**src/hw/rtl/smax_pkg.sv**
```systemverilog
`default_nettype none
package smax_pkg;

  localparam int unsigned ScoreW = 16;
  localparam int unsigned TermW  = 17;
  localparam int unsigned SumW   = 23;
  localparam int unsigned RecipW = 25;
  localparam int unsigned ProbW  = 16;
  localparam int unsigned TW     = 33;

  localparam logic [16:0] Log2eQ16 = 17'd94548;
  localparam logic [15:0] MostNeg  = 16'h8000;

  typedef enum logic [3:0] {
    S_LOAD,
    S_RD,
    S_SUB,
    S_MUL,
    S_EXP,
    S_USE,
    S_DIV,
    S_PROD,
    S_OUT
  } state_e;

  typedef struct packed {
    logic ld_d;
    logic ld_t;
    logic ld_term;
  } exp_ctrl_t;

  function automatic logic [16:0] pow2_lut(input logic [4:0] idx);
    logic [16:0] v;
    unique case (idx)
      5'd0:    v = 17'd65536;
      5'd1:    v = 17'd62757;
      5'd2:    v = 17'd60097;
      5'd3:    v = 17'd57549;
      5'd4:    v = 17'd55109;
      5'd5:    v = 17'd52773;
      5'd6:    v = 17'd50535;
      5'd7:    v = 17'd48393;
      5'd8:    v = 17'd46341;
      5'd9:    v = 17'd44376;
      5'd10:   v = 17'd42495;
      5'd11:   v = 17'd40693;
      5'd12:   v = 17'd38968;
      5'd13:   v = 17'd37316;
      5'd14:   v = 17'd35734;
      5'd15:   v = 17'd34219;
      5'd16:   v = 17'd32768;
      default: v = 17'd32768;
    endcase
    return v;
  endfunction

endpackage
`default_nettype wire

```
**src/hw/rtl/smax_if.sv**
```systemverilog
`default_nettype none
interface smax_in_if;
  logic               valid;
  logic               ready;
  logic signed [15:0] score;
  logic               row_end;
  modport source(output valid, output score, output row_end, input ready);
  modport sink(input valid, input score, input row_end, output ready);
endinterface

interface smax_out_if;
  logic        valid;
  logic        ready;
  logic [15:0] probability;
  logic        row_done;
  modport source(output valid, output probability, output row_done, input ready);
  modport sink(input valid, input probability, input row_done, output ready);
endinterface
`default_nettype wire

```
**src/hw/rtl/smax_exp.sv**
```systemverilog
`default_nettype none
module smax_exp (
  input  wire logic                    clk_i,
  input  wire smax_pkg::exp_ctrl_t     ctrl_i,
  input  wire logic [15:0]             max_i,
  input  wire logic [15:0]             score_i,
  output logic      [16:0]             term_o
);
  import smax_pkg::*;

  logic [15:0] d_q;
  logic [TW-1:0] t_q;
  logic [TermW-1:0] term_q;
  logic [8:0] n;
  logic [3:0] h;
  logic [3:0] l;
  logic [16:0] p_hi;
  logic [16:0] p_lo;
  logic [11:0] diff;
  logic [15:0] corr;
  logic [16:0] v;
  logic [TermW-1:0] term_d;

  always_comb begin
    n      = t_q[32:24];
    h      = t_q[23:20];
    l      = t_q[19:16];
    p_hi   = pow2_lut({1'b0, h});
    p_lo   = pow2_lut(5'({1'b0, h} + 5'd1));
    diff   = 12'(p_hi - p_lo);
    corr   = 16'(({4'd0, diff} * {12'd0, l} + 16'd8) >> 4);
    v      = p_hi - {1'b0, corr};
    term_d = (n >= 9'd17) ? '0 : (v >> n[4:0]);
  end

  always_ff @(posedge clk_i) begin
    if (ctrl_i.ld_d) begin
      d_q <= max_i - score_i;
    end
    if (ctrl_i.ld_t) begin
      t_q <= TW'({17'd0, d_q} * {16'd0, Log2eQ16});
    end
    if (ctrl_i.ld_term) begin
      term_q <= term_d;
    end
  end

  assign term_o = term_q;
endmodule
`default_nettype wire

```
**src/hw/rtl/smax_div.sv**
```systemverilog
`default_nettype none
module smax_div (
  input  wire logic        clk_i,
  input  wire logic        rst_ni,
  input  wire logic        start_i,
  input  wire logic [22:0] divisor_i,
  output logic      [24:0] quot_o,
  output logic             done_o
);
  import smax_pkg::*;

  logic              busy_q;
  logic [5:0]        cnt_q;
  logic [SumW-1:0]   div_q;
  logic [SumW:0]     rem_q;
  logic [RecipW-1:0] quot_q;
  logic [SumW:0]     shifted;
  logic              fits;

  always_comb begin
    shifted = {rem_q[SumW-1:0], (cnt_q == 6'd40)};
    fits    = shifted >= {1'b0, div_q};
  end

  always_ff @(posedge clk_i or negedge rst_ni) begin
    if (!rst_ni) begin
      busy_q <= 1'b0;
      cnt_q  <= '0;
      done_o <= 1'b0;
    end else begin
      done_o <= 1'b0;
      if (start_i) begin
        busy_q <= 1'b1;
        cnt_q  <= 6'd40;
      end else if (busy_q) begin
        cnt_q <= cnt_q - 6'd1;
        if (cnt_q == '0) begin
          busy_q <= 1'b0;
          done_o <= 1'b1;
        end
      end
    end
  end

  always_ff @(posedge clk_i) begin
    if (start_i) begin
      div_q  <= (divisor_i == '0) ? SumW'(1) : divisor_i;
      rem_q  <= '0;
      quot_q <= '0;
    end else if (busy_q) begin
      rem_q  <= fits ? shifted - {1'b0, div_q} : shifted;
      quot_q <= {quot_q[RecipW-2:0], fits};
    end
  end

  assign quot_o = quot_q;
endmodule
`default_nettype wire

```
**src/hw/rtl/softmax_row_normalize_top.sv**
```systemverilog
// softmax over a row of signed Q8.8 scores, probabilities out as unsigned Q0.16
// in_i: one score per transfer, row_end marks the last score of a row; a row
// also ends by itself at its MAX_COLS-th score
// out_o: one probability per score of the row, in arrival order, row_done on
// the last one
// loading takes one cycle per score; in_i.ready is low from the end of a row
// until its last probability has been taken
// after the row ends, each score is reread from the row memory and run through
// the shared exp unit twice: once in the sum pass, then a restoring divide forms
// the reciprocal, then once more in the output pass (memory read, subtract,
// multiply, interpolate, scale)
// a stalled receiver holds the output register and stops the sequencer
// reset clears the sequencer, the fill count and the running max; the row
// memory is not cleared since only written entries are read
`default_nettype none
module softmax_row_normalize_top #(
  parameter int unsigned MAX_COLS = 64
) (
  input wire logic clk_i,
  input wire logic rst_ni,
  smax_in_if.sink    in_i,
  smax_out_if.source out_o
);
  import smax_pkg::*;

  localparam int unsigned IdxW = $clog2(MAX_COLS);
  localparam int unsigned CntW = $clog2(MAX_COLS + 1);

  state_e state_q, state_d;
  logic [ScoreW-1:0] mem [MAX_COLS];
  logic [ScoreW-1:0] rd_q;
  logic [ScoreW-1:0] max_q;
  logic [CntW-1:0]   fill_q;
  logic [CntW-1:0]   cnt_q;
  logic [IdxW-1:0]   idx_q;
  logic              pass_q;
  logic [SumW-1:0]   sum_q;
  logic [RecipW-1:0] recip_q;
  logic [41:0]       prod_q;
  logic [ProbW-1:0]  prob_q;
  logic              done_q;

  exp_ctrl_t   exp_ctrl;
  logic [16:0] term;
  logic        div_start;
  logic        div_done;
  logic [24:0] quot;
  logic        in_fire;
  logic        out_fire;
  logic        row_last;
  logic        idx_last;
  logic [17:0] rounded;
  logic [SumW-1:0] sum_next;

  assign in_fire  = in_i.valid && in_i.ready;
  assign out_fire = out_o.valid && out_o.ready;
  assign row_last = in_i.row_end || (fill_q == CntW'(MAX_COLS - 1));
  assign idx_last = (CntW'(idx_q) + CntW'(1)) == cnt_q;
  assign rounded  = 18'((prod_q + 42'd8388608) >> 24);
  assign sum_next = sum_q + SumW'(term);

  smax_exp u_exp (
    .clk_i  (clk_i),
    .ctrl_i (exp_ctrl),
    .max_i  (max_q),
    .score_i(rd_q),
    .term_o (term)
  );

  smax_div u_div (
    .clk_i    (clk_i),
    .rst_ni   (rst_ni),
    .start_i  (div_start),
    .divisor_i(sum_next),
    .quot_o   (quot),
    .done_o   (div_done)
  );

  always_comb begin
    state_d   = state_q;
    exp_ctrl  = '0;
    div_start = 1'b0;
    unique case (state_q)
      S_LOAD: if (in_fire && row_last) state_d = S_RD;
      S_RD:   state_d = S_SUB;
      S_SUB: begin
        exp_ctrl.ld_d = 1'b1;
        state_d = S_MUL;
      end
      S_MUL: begin
        exp_ctrl.ld_t = 1'b1;
        state_d = S_EXP;
      end
      S_EXP: begin
        exp_ctrl.ld_term = 1'b1;
        state_d = S_USE;
      end
      S_USE: begin
        if (pass_q) begin
          state_d = S_PROD;
        end else if (idx_last) begin
          state_d = S_DIV;
        end else begin
          state_d = S_RD;
        end
      end
      S_DIV: begin
        div_start = 1'b0;
        if (div_done) state_d = S_RD;
      end
      S_PROD: state_d = S_OUT;
      S_OUT: begin
        if (out_fire) state_d = idx_last ? S_LOAD : S_RD;
      end
      default: state_d = S_LOAD;
    endcase
    if (state_q == S_USE && !pass_q && idx_last) div_start = 1'b1;
  end

  always_ff @(posedge clk_i or negedge rst_ni) begin
    if (!rst_ni) begin
      state_q <= S_LOAD;
      max_q   <= MostNeg;
      fill_q  <= '0;
      cnt_q   <= '0;
      idx_q   <= '0;
      pass_q  <= 1'b0;
      sum_q   <= '0;
    end else begin
      state_q <= state_d;
      unique case (state_q)
        S_LOAD: begin
          if (in_fire) begin
            if ($signed(in_i.score) > $signed(max_q)) max_q <= in_i.score;
            fill_q <= fill_q + CntW'(1);
            if (row_last) begin
              cnt_q  <= fill_q + CntW'(1);
              idx_q  <= '0;
              pass_q <= 1'b0;
              sum_q  <= '0;
            end
          end
        end
        S_USE: begin
          if (!pass_q) begin
            sum_q <= sum_next;
            if (!idx_last) idx_q <= idx_q + IdxW'(1);
          end
        end
        S_DIV: begin
          if (div_done) begin
            idx_q  <= '0;
            pass_q <= 1'b1;
          end
        end
        S_OUT: begin
          if (out_fire) begin
            if (idx_last) begin
              max_q  <= MostNeg;
              fill_q <= '0;
              sum_q  <= '0;
            end else begin
              idx_q <= idx_q + IdxW'(1);
            end
          end
        end
        default: ;
      endcase
    end
  end

  always_ff @(posedge clk_i) begin
    if (in_fire) mem[fill_q[IdxW-1:0]] <= in_i.score;
    if (state_q == S_RD) rd_q <= mem[idx_q];
    if (div_done) recip_q <= quot;
    if (state_q == S_USE && pass_q) prod_q <= {25'd0, term} * {17'd0, recip_q};
    if (state_q == S_PROD) begin
      prob_q <= (rounded > 18'd65535) ? 16'hFFFF : rounded[15:0];
      done_q <= idx_last;
    end
  end

  assign in_i.ready        = (state_q == S_LOAD);
  assign out_o.valid       = (state_q == S_OUT);
  assign out_o.probability = prob_q;
  assign out_o.row_done    = done_q;

  a_no_overlap: assert property (@(posedge clk_i) disable iff (!rst_ni)
    !(in_i.ready && out_o.valid))
    else $error("input and output active together");

  a_row_clear: assert property (@(posedge clk_i) disable iff (!rst_ni)
    (out_fire && out_o.row_done) |=> (fill_q == '0 && max_q == MostNeg))
    else $error("row state not cleared after last transfer");

  a_fill_bound: assert property (@(posedge clk_i) disable iff (!rst_ni)
    (state_q == S_LOAD) |-> (fill_q < CntW'(MAX_COLS)))
    else $error("fill count out of range");

  a_div_in_wait: assert property (@(posedge clk_i) disable iff (!rst_ni)
    div_done |-> (state_q == S_DIV))
    else $error("divider finished outside wait state");

  a_done_last: assert property (@(posedge clk_i) disable iff (!rst_ni)
    (state_q == S_PROD) |=> (done_q == $past(idx_last)))
    else $error("row_done flag mismatch");

endmodule
`default_nettype wire
```
**src/flat_wrapper.sv**
```systemverilog
// flat-port wrapper written by rule: the top's interface ports become plain ports
module softmax_row_normalize_top_flat import smax_pkg::*;
#(
  parameter int unsigned MAX_COLS = 64
)
  (clk_i, rst_ni, in_i_valid, in_i_score, in_i_row_end, in_i_ready, out_o_valid, out_o_probability, out_o_row_done, out_o_ready);
  smax_in_if in_i_i ();
  smax_out_if out_o_i ();
  input wire logic clk_i;
  input wire logic rst_ni;
  input wire logic [$bits(in_i_i.valid)-1:0] in_i_valid;
  input wire logic [$bits(in_i_i.score)-1:0] in_i_score;
  input wire logic [$bits(in_i_i.row_end)-1:0] in_i_row_end;
  output wire logic [$bits(in_i_i.ready)-1:0] in_i_ready;
  output wire logic [$bits(out_o_i.valid)-1:0] out_o_valid;
  output wire logic [$bits(out_o_i.probability)-1:0] out_o_probability;
  output wire logic [$bits(out_o_i.row_done)-1:0] out_o_row_done;
  input wire logic [$bits(out_o_i.ready)-1:0] out_o_ready;
  assign in_i_i.valid = in_i_valid;
  assign in_i_i.score = in_i_score;
  assign in_i_i.row_end = in_i_row_end;
  assign in_i_ready = in_i_i.ready;
  assign out_o_valid = out_o_i.valid;
  assign out_o_probability = out_o_i.probability;
  assign out_o_row_done = out_o_i.row_done;
  assign out_o_i.ready = out_o_ready;
  softmax_row_normalize_top #(.MAX_COLS(MAX_COLS)) u_core (.clk_i(clk_i), .rst_ni(rst_ni), .in_i(in_i_i), .out_o(out_o_i));
endmodule
```
**config.mk**
```make
export PLATFORM = sky130hd
export DESIGN_NAME = softmax_row_normalize_top_flat
export DESIGN_NICKNAME = d
export VERILOG_FILES = /design/src/hw/rtl/smax_pkg.sv /design/src/hw/rtl/smax_if.sv /design/src/hw/rtl/smax_exp.sv /design/src/hw/rtl/smax_div.sv /design/src/hw/rtl/softmax_row_normalize_top.sv /design/src/flat_wrapper.sv
export SDC_FILE = /design/constraint.sdc
export NUM_CORES = 2
export LEC_CHECK = 0
export BUFFER_PORTS_ARGS = -buffer_cell sky130_fd_sc_hd__buf_2
export CORE_ASPECT_RATIO = 1.25
export CORE_MARGIN = 1.5
export CORE_UTILIZATION = 55
export DETAILED_ROUTE_END_ITERATION = 6
export PLACE_DENSITY = 0.8
export SYNTH_ARGS = -nofsm -noshare
export SYNTH_HDL_FRONTEND = slang
export SYNTH_HIERARCHICAL = 1
export SYNTH_SLANG_ARGS = --single-unit
```
**constraint.sdc**
```tcl
create_clock -name clk_i -period 9.7 [get_ports clk_i]
set_input_delay 0.97 -clock clk_i [delete_from_list [all_inputs] [get_ports clk_i]]
set_output_delay 0.97 -clock clk_i [all_outputs]
set_load 0.02 [all_outputs]
```
Yosys cells after proc, flatten, opt, wreduce, memory -nomap -nowiden

Memory sizes are Yosys's and may differ from the RTL's. A register that Yosys moved wholly into a read port is not among the register bits.
Cells that the tools add are included.

$add $sub $neg: 12
$mul: 3
Order comparisons: 4
Equality and inequality tests: 19
Shifts and indexed selects: 1
Mux-type cells: 49
Reductions and logical operators: 23

Operator list:

| operator                                                                | count |
|---|---|
| 23-bit two-way mux                                                      | 6 |
| 23-bit case mux with 3 select lines                                     | 1 |
| 16-bit two-way mux                                                      | 4 |
| 6-bit two-way mux                                                       | 8 |
| 42-bit by 24-bit adder with 42-bit output (second input constant)       | 1 |
| 17-bit by 25-bit multiplier with 42-bit output                          | 1 |
| 4-bit case mux with 9 select lines                                      | 1 |
| 16-bit case mux with 2 select lines                                     | 1 |
| 16-bit by 15-bit multiplier with 31-bit output (second input constant)  | 1 |
| 24-bit by 23-bit greater-or-equal comparator with 1-bit output          | 1 |
| 6-bit case mux with 4 select lines                                      | 1 |
| 23-bit by 17-bit adder with 23-bit output                               | 1 |
| 23-bit logical NOT                                                      | 1 |
| 23-bit subtractor                                                       | 1 |
| 7-bit two-way mux                                                       | 3 |
| 4-bit two-way mux                                                       | 5 |
| 18-bit by 16-bit > comparator with 1-bit output (second input constant) | 1 |
| 17-bit by 5-bit >> shifter with 17-bit output                           | 1 |
| 17-bit by 12-bit subtractor with 17-bit output                          | 1 |
| 16-bit by 4-bit adder with 16-bit output (second input constant)        | 1 |
| 4-bit by 3-bit == test with 1-bit output (second input constant)        | 4 |
| 16-bit > comparator                                                     | 1 |
| 12-bit by 4-bit multiplier with 16-bit output                           | 1 |
| 1-bit two-way mux                                                       | 16 |
| other kinds (30)                                                        | 48 |

Register bits: 291
Bits in writable memories: 1024
Bits in read-only memories: 816
Input bits: 21
Output and inout port bits: 19
Logic and storage cells: 134
Memories kept: 3

Memory list:

| name             | words | bits a word | read ports | clocked after Yosys merged registers in | wr ports | line                            | text |
|---|---|---|---|---|---|---|---|
| u_core.mem       | 64    | 16          | 1          | 1                                       | 1        | softmax_row_normalize_top.sv:30 | `logic [ScoreW-1:0] mem [MAX_COLS];` |
| (name not given) | 32    | 17          | 1          | 0                                       | 0        | smax_pkg.sv:34                  | `unique case (idx)` |
| (name not given) | 16    | 17          | 1          | 1                                       | 0        | smax_pkg.sv:34                  |  |

Longest topological paths before layout

An unclocked memory read counts as a cell.

Depth in word-level cells: 7
Gate-level depth with buffers: 38
Gate-level depth less buffers: 36

Modules after synthesis

Netlist, hierarchy kept.

By module, submodules not included:

| module                    | instances | cells an instance | area each (µm²) | seq. area each (µm²) |
|---|---|---|---|---|
| softmax_row_normalize_top | 1         | 3698              | 59299.4         | 34664.5 |
| smax_exp                  | 1         | 1154              | 10941.7         | 1841.8 |
| smax_div                  | 1         | 495               | 4530.6          | 1851.8 |

Worst setup path before layout

Ideal clock, no wire load.

Kind: flip-flop to flip-flop
Start point: register u_core.u_exp.t_q[20]
End point: register u_core.u_exp.term_q[3], in the netlist u_core/u_exp/term_o[3] (data pin)
Setup time: 0.258 ns
Arrival: 8.435 ns
Required time: 9.442 ns
Path slack: 1.007 ns
Cell stages (with the launch flop): 37
Buffers on the path: 1
Clock period less this slack: 8.693 ns
Path through: edfxtp_1 clkbuf_1 nand3_1 xnor2_1 mux4_2 inv_1 nand2_1 ha_1 a21o_1 a21o_1 a21oi_1 o21ai_0 a21o_1 a21o_1 xor2_1 and2_1 fa_1 fa_1 ha_1 ha_1 and3_1 a21oi_1 o21ai_0 o41ai_1 o21ai_0 a21oi_1 xor2_1 ha_1 a21oi_1 o211ai_1 a311o_1 a31oi_1 xnor2_1 mux2_2 mux2i_1 mux2_2 o221a_2

Longest elaborated chain between the ends: 7

RTL lines:

| what                                           | line           | text |
|---|---|---|
| from (decl)                                    | smax_exp.sv:12 | `logic [TW-1:0] t_q;` |
| from (signal assigned)                         | smax_exp.sv:41 | `t_q <= TW'({17'd0, d_q} * {16'd0, Log2eQ16});` |
| 4-bit by 1-bit adder with 5-bit output         | smax_exp.sv:29 | `p_lo = pow2_lut(5'({1'b0, h} + 5'd1));` |
| memory read 32 x 17 bit                        | n/a            |  |
| 12-bit subtractor                              | smax_exp.sv:30 | `diff = 12'(p_hi - p_lo);` |
| 12-bit by 4-bit multiplier with 16-bit output  | smax_exp.sv:31 | `corr = 16'(({4'd0, diff} * {12'd0, l} + 16'd8) >> 4);` |
| 16-bit by 4-bit adder with 16-bit output       | smax_exp.sv:31 |  |
| 17-bit by 12-bit subtractor with 17-bit output | smax_exp.sv:32 | `v = p_hi - {1'b0, corr};` |
| 17-bit by 5-bit >> shifter with 17-bit output  | smax_exp.sv:33 | `term_d = (n >= 9'd17) ? '0 : (v >> n[4:0]);` |
| to (signal assigned)                           | smax_exp.sv:44 | `term_q <= term_d;` |
| to (decl)                                      | smax_exp.sv:13 | `logic [TermW-1:0] term_q;` |

Every way passes these cells.
A chain may end at the register's enable or synchronous reset.

Worst setup path after layout

Start point: register u_core.u_exp.t_q[22]
End point: register u_core.u_exp.term_q[3], in the netlist u_core/u_exp/term_o[3] (data pin)

The elaborated chain is that of the path after synthesis.

==> run_results.csv <==
group,metric,value,unit
global_routing,grt_pass1_vias,46820,
clocking,h-tree-depth,3,
logic_synthesis,ys_warn_count,6,
floorplanning,core_area,0.1353,mm2
floorplanning,io_pins,40,
run,maxCapViolations,0,
cells_and_area,drive_gt1_frac,0.1363,
route,dr.first_iter.drc_count,4262,
sta,finalCritPeriodShare,0.9437,
global_routing,overflow,0,
logic_synthesis,synth_top_family_by_area,"adder cells",
route,avgViaCountPerCell,6.138,
floorplanning,start_util,0.5527,
sta,max_freq,109.2,MHz
placement,dp.cells,7014,
logic_synthesis,netlist_instances,5347,
route,wl_per_cell,24.78,um
logic_synthesis,synthMuxAreaShare,0.1141,
logic_synthesis,synth_compound_area_frac,0.05144,
sta,final_max_slew_viol_count,0,
global_routing,grt_usage,0.2637,
setup_path,max_stage_delay,560,ps
sta,tightest_slew,1235,ps
cells_and_area,area_growth_syn_to_layout,8.537,%
route,drc,0,
logic_synthesis,synth_flop_cell,"edfxtp_1",
global_routing,grt_max_degree,140,
floorplanning,dieHeight,415.2,um
clocking,cts_tree,"done",
clocking,clkTransAtPathRegs,60,ps
setup_path,cp-startpoint,"u_core/u_exp/t_q[22]",
logic_synthesis,synth-simple-area-share,0.07478,
route,first_pass_iters,6,
logic_synthesis,netlist-cell-type-count,101,
setup_path,critPathMaxFanout,7,
cells_and_area,nNetsFinal,6224,
setup_path,cp-end-kind,"flip-flop",
setup_path,required,10200,ps
sta,finalHoldViolations,0,
setup_path,crit_type,"flip-flop to flip-flop",
logic_synthesis,ys_ff_latch,1311,
logic_synthesis,synth_area,0.07477,mm2
setup_path,r2r-start,"u_core/u_exp/t_q[22]",
setup_path,crit_slowest_cell,"mux4_2",
placement,gp_congestion,0.8864,
logic_synthesis,async_flop_share,0.05492,
setup_path,worstRegToRegCells,35,
setup_path,arrival,9650,ps
cells_and_area,stdcell_count,7248,
floorplanning,std_cell_rows,151,
logic_synthesis,synth_edf_count,1174,
status,status,"complete, no violations",
setup_path,worstSetupStartpointType,"flip-flop",
sta,min_period,9154,ps
sta,max_slew_margin,0.1756,
clocking,numClockSinks,1311,
clocking,root_buffer,"clkbuf_16",
logic_synthesis,synthAdderAreaFrac,0.1813,
sta,fin_skew,61.83,ps
global_routing,antenna_found_initial,10,
sta,rsz0062_at_grt,"false",
logic_synthesis,synth_nets,6190,
sta,finalSetupViolations,0,
route,ant_nets,0,
clocking,clockBufferDepth,3,
placement,dpl.hpwl,114800,um
floorplanning,die_w,332.8,um
logic_synthesis,yosysSeqAreaShare,0.5130,
min_path,hp-class,"primary input to asynchronous set/reset pin",
floorplanning,dieArea,0.1382,mm2
global_routing,grt_first_pass_wirelength,276300,um
placement,port_buffers,39,
logic_synthesis,synth-xor-area-share,0.01804,
clocking,cts_buffers,121,
logic_synthesis,syn_area_per_cell,13.98,um2
route,vias,44490,
clocking,clock_latency,750,ps
route,finalWirelength,179600,um
[cell type report]
type | count | area [um2]
Tap cell | 1759 | 2201
Multi-Input combinational cell | 3122 | 32980
Timing Repair Buffer | 156 | 1101
Sequential cell | 1311 | 38370
Antenna cell | 3 | 7.507
Clock inverter | 77 | 760.7
Inverter | 669 | 2511
Fill cell | 9868 | 54120
Clock buffer | 151 | 3222
[path summary, 6_finish.rpt]
| path | end | slack, ps |
|---|---|---|
| min in group clk_i | u_core/recip_q[20] | 410 |
| worst min-delay path | u_core/sum_q[2] | 390 |
| worst max register to register | u_core/u_exp/term_o[3] | 550 |
| max in group asynchronous | u_core/idx_q[2] | 8540 |
| worst max-delay path | u_core/u_exp/term_o[3] | 550 |
| worst min register to register | u_core/recip_q[20] | 410 |
[what timing repair did]
action                                  CTS  global route
cloned                                    0             0
gates resized for setup                   1             4
hold buffers                              0             0
endpoints found under the setup margin    1             7
buffers inserted                          0             3
pin swaps                                 0             1
[placed cells by master (no fill, tap or decap), types with 15 or more instances in the layout]
cell / netlist / routed
a21oi_1: 136 / 135
mux2i_1: 73 / 73
o211ai_1: 22 / 22
or3_1: 18 / 18
o31ai_1: 20 / 20
xnor2_1: 93 / 92
nor3_1: 44 / 39
clkinv_1: 1 / 31
nand3_1: 46 / 46
inv_1: 667 / 667
fa_1: 436 / 436
nand4_1: 28 / 28
nand2_1: 413 / 413
and2_1: 218 / 218
and3_1: 32 / 32
xor2_1: 61 / 60
edfxtp_1: 1174 / 1174
o21ai_0: 106 / 106
a22o_1: 18 / 18
a21o_1: 49 / 49
mux4_2: 340 / 340
o21a_1: 23 / 23
dfxtp_1: 65 / 65
nand2b_1: 19 / 19
nand3b_1: 15 / 15
clkbuf_16: 0 / 122
a211oi_1: 38 / 38
o21bai_1: 17 / 16
buf_2: 32 / 38
nor2_1: 258 / 251
clkbuf_1: 190 / 23
nor2b_1: 20 / 20
a31oi_1: 16 / 15
dfrtp_1: 71 / 66
ha_1: 386 / 386
clkinv_2: 0 / 15
buf_4: 5 / 116
[worst max-delay path, delay by kind of cell (launching register included)]
family                   cells  cell delay (ps)
AO/OA/AOI/OAI               16             3130
XOR/XNOR                     4             1000
adder cells (fa/ha/maj)      6             2250
buffers and inverters        1               70
flip-flops                   1              470
multiplexers                 4             1250
AND/OR/NAND/NOR              4              700
[state kept, by name, indices dropped and copies added (netlist names)]
name / cells
u_core/idx_q: 6
u_core/u_exp/d_q: 16
u_core/u_exp/t_q: 17
u_core/u_div/done_o: 1
u_core/out_o.row_done: 1
u_core/u_div/busy_q: 1
u_core/u_div/rem_q: 23
u_core/pass_q: 1
u_core/state_q: 4
u_core/u_div/cnt_q: 6
u_core/prod_q: 19
u_core/u_exp/term_o: 17
u_core/max_q: 16
u_core/u_div/div_q: 23
u_core/u_exp/p_hi: 17
u_core/cnt_q: 7
u_core/sum_q: 23
u_core/mem: 1024
u_core/u_div/quot_o: 25
u_core/rd_q: 16
u_core/fill_q: 7
u_core/out_o.probability: 16
u_core/recip_q: 25
[through the flow]
step	TNS, ps	utilization	hold slack (ps)	worst slack, ps	instance area [um2]
2_1_floorplan	0	-	407.6	1007	74770
3_3_place_gp	0	0.5700	416.5	84.60	77110
3_5_place_dp	-37.47	0.5700	423.8	-37.47	77110
4_1_cts	0	0.5995	388.3	191.9	81100
5_1_grt	0	0.5999	444.6	52.46	81150
6_report	0	0.5999	393.3	545.8	81160
[per-layer routing]
| metal | part of all wire | GRT usage |
|---|---|---|
| met2 | 0.52 | 0.4640 |
| met5 | 0.00096 | 0 |
| met3 | 0.080 | 0.04465 |
| met1 | 0.35 | 0.3086 |
| met4 | 0.058 | 0.1408 |
[cells by family (layout without fill, tap and decap cells)]
kind of cell | after synthesis | in the layout
other cells | 0 | 3
simple gates | 1164 | 1164
fa+ha+maj | 822 | 822
compound gates | 556 | 556
mux | 426 | 426
buf+inv | 914 | 1053
xor+xnor | 154 | 154
flops | 1311 | 1311
[cell usage after synthesis (19+ instances only)]
cell type / instances / area, um2
a211oi_1: 38 / 285.3
o211ai_1: 22 / 165.2
and3_1: 32 / 200.2
a21o_1: 49 / 367.9
buf_2: 32 / 160.2
nand3_1: 46 / 230.2
nor3_1: 44 / 220.2
mux2i_1: 73 / 730.7
dfrtp_1: 71 / 1777
fa_1: 436 / 8728
o21ai_0: 106 / 530.5
nand2_1: 413 / 1550
o31ai_1: 20 / 150.1
nor2b_1: 20 / 125.1
inv_1: 667 / 2504
nand2b_1: 19 / 118.9
clkbuf_1: 190 / 713.2
and2_1: 218 / 1364
nand4_1: 28 / 175.2
edfxtp_1: 1174 / 35250
xor2_1: 61 / 534.3
ha_1: 386 / 4830
a21oi_1: 136 / 680.7
o21a_1: 23 / 172.7
xnor2_1: 93 / 814.5
nor2_1: 258 / 968.4
dfxtp_1: 65 / 1301
mux4_2: 340 / 7657
Power is left out: the tool's default activity adds up to more than one toggle a clock period on the data nets, which glitch-free logic cannot reach.
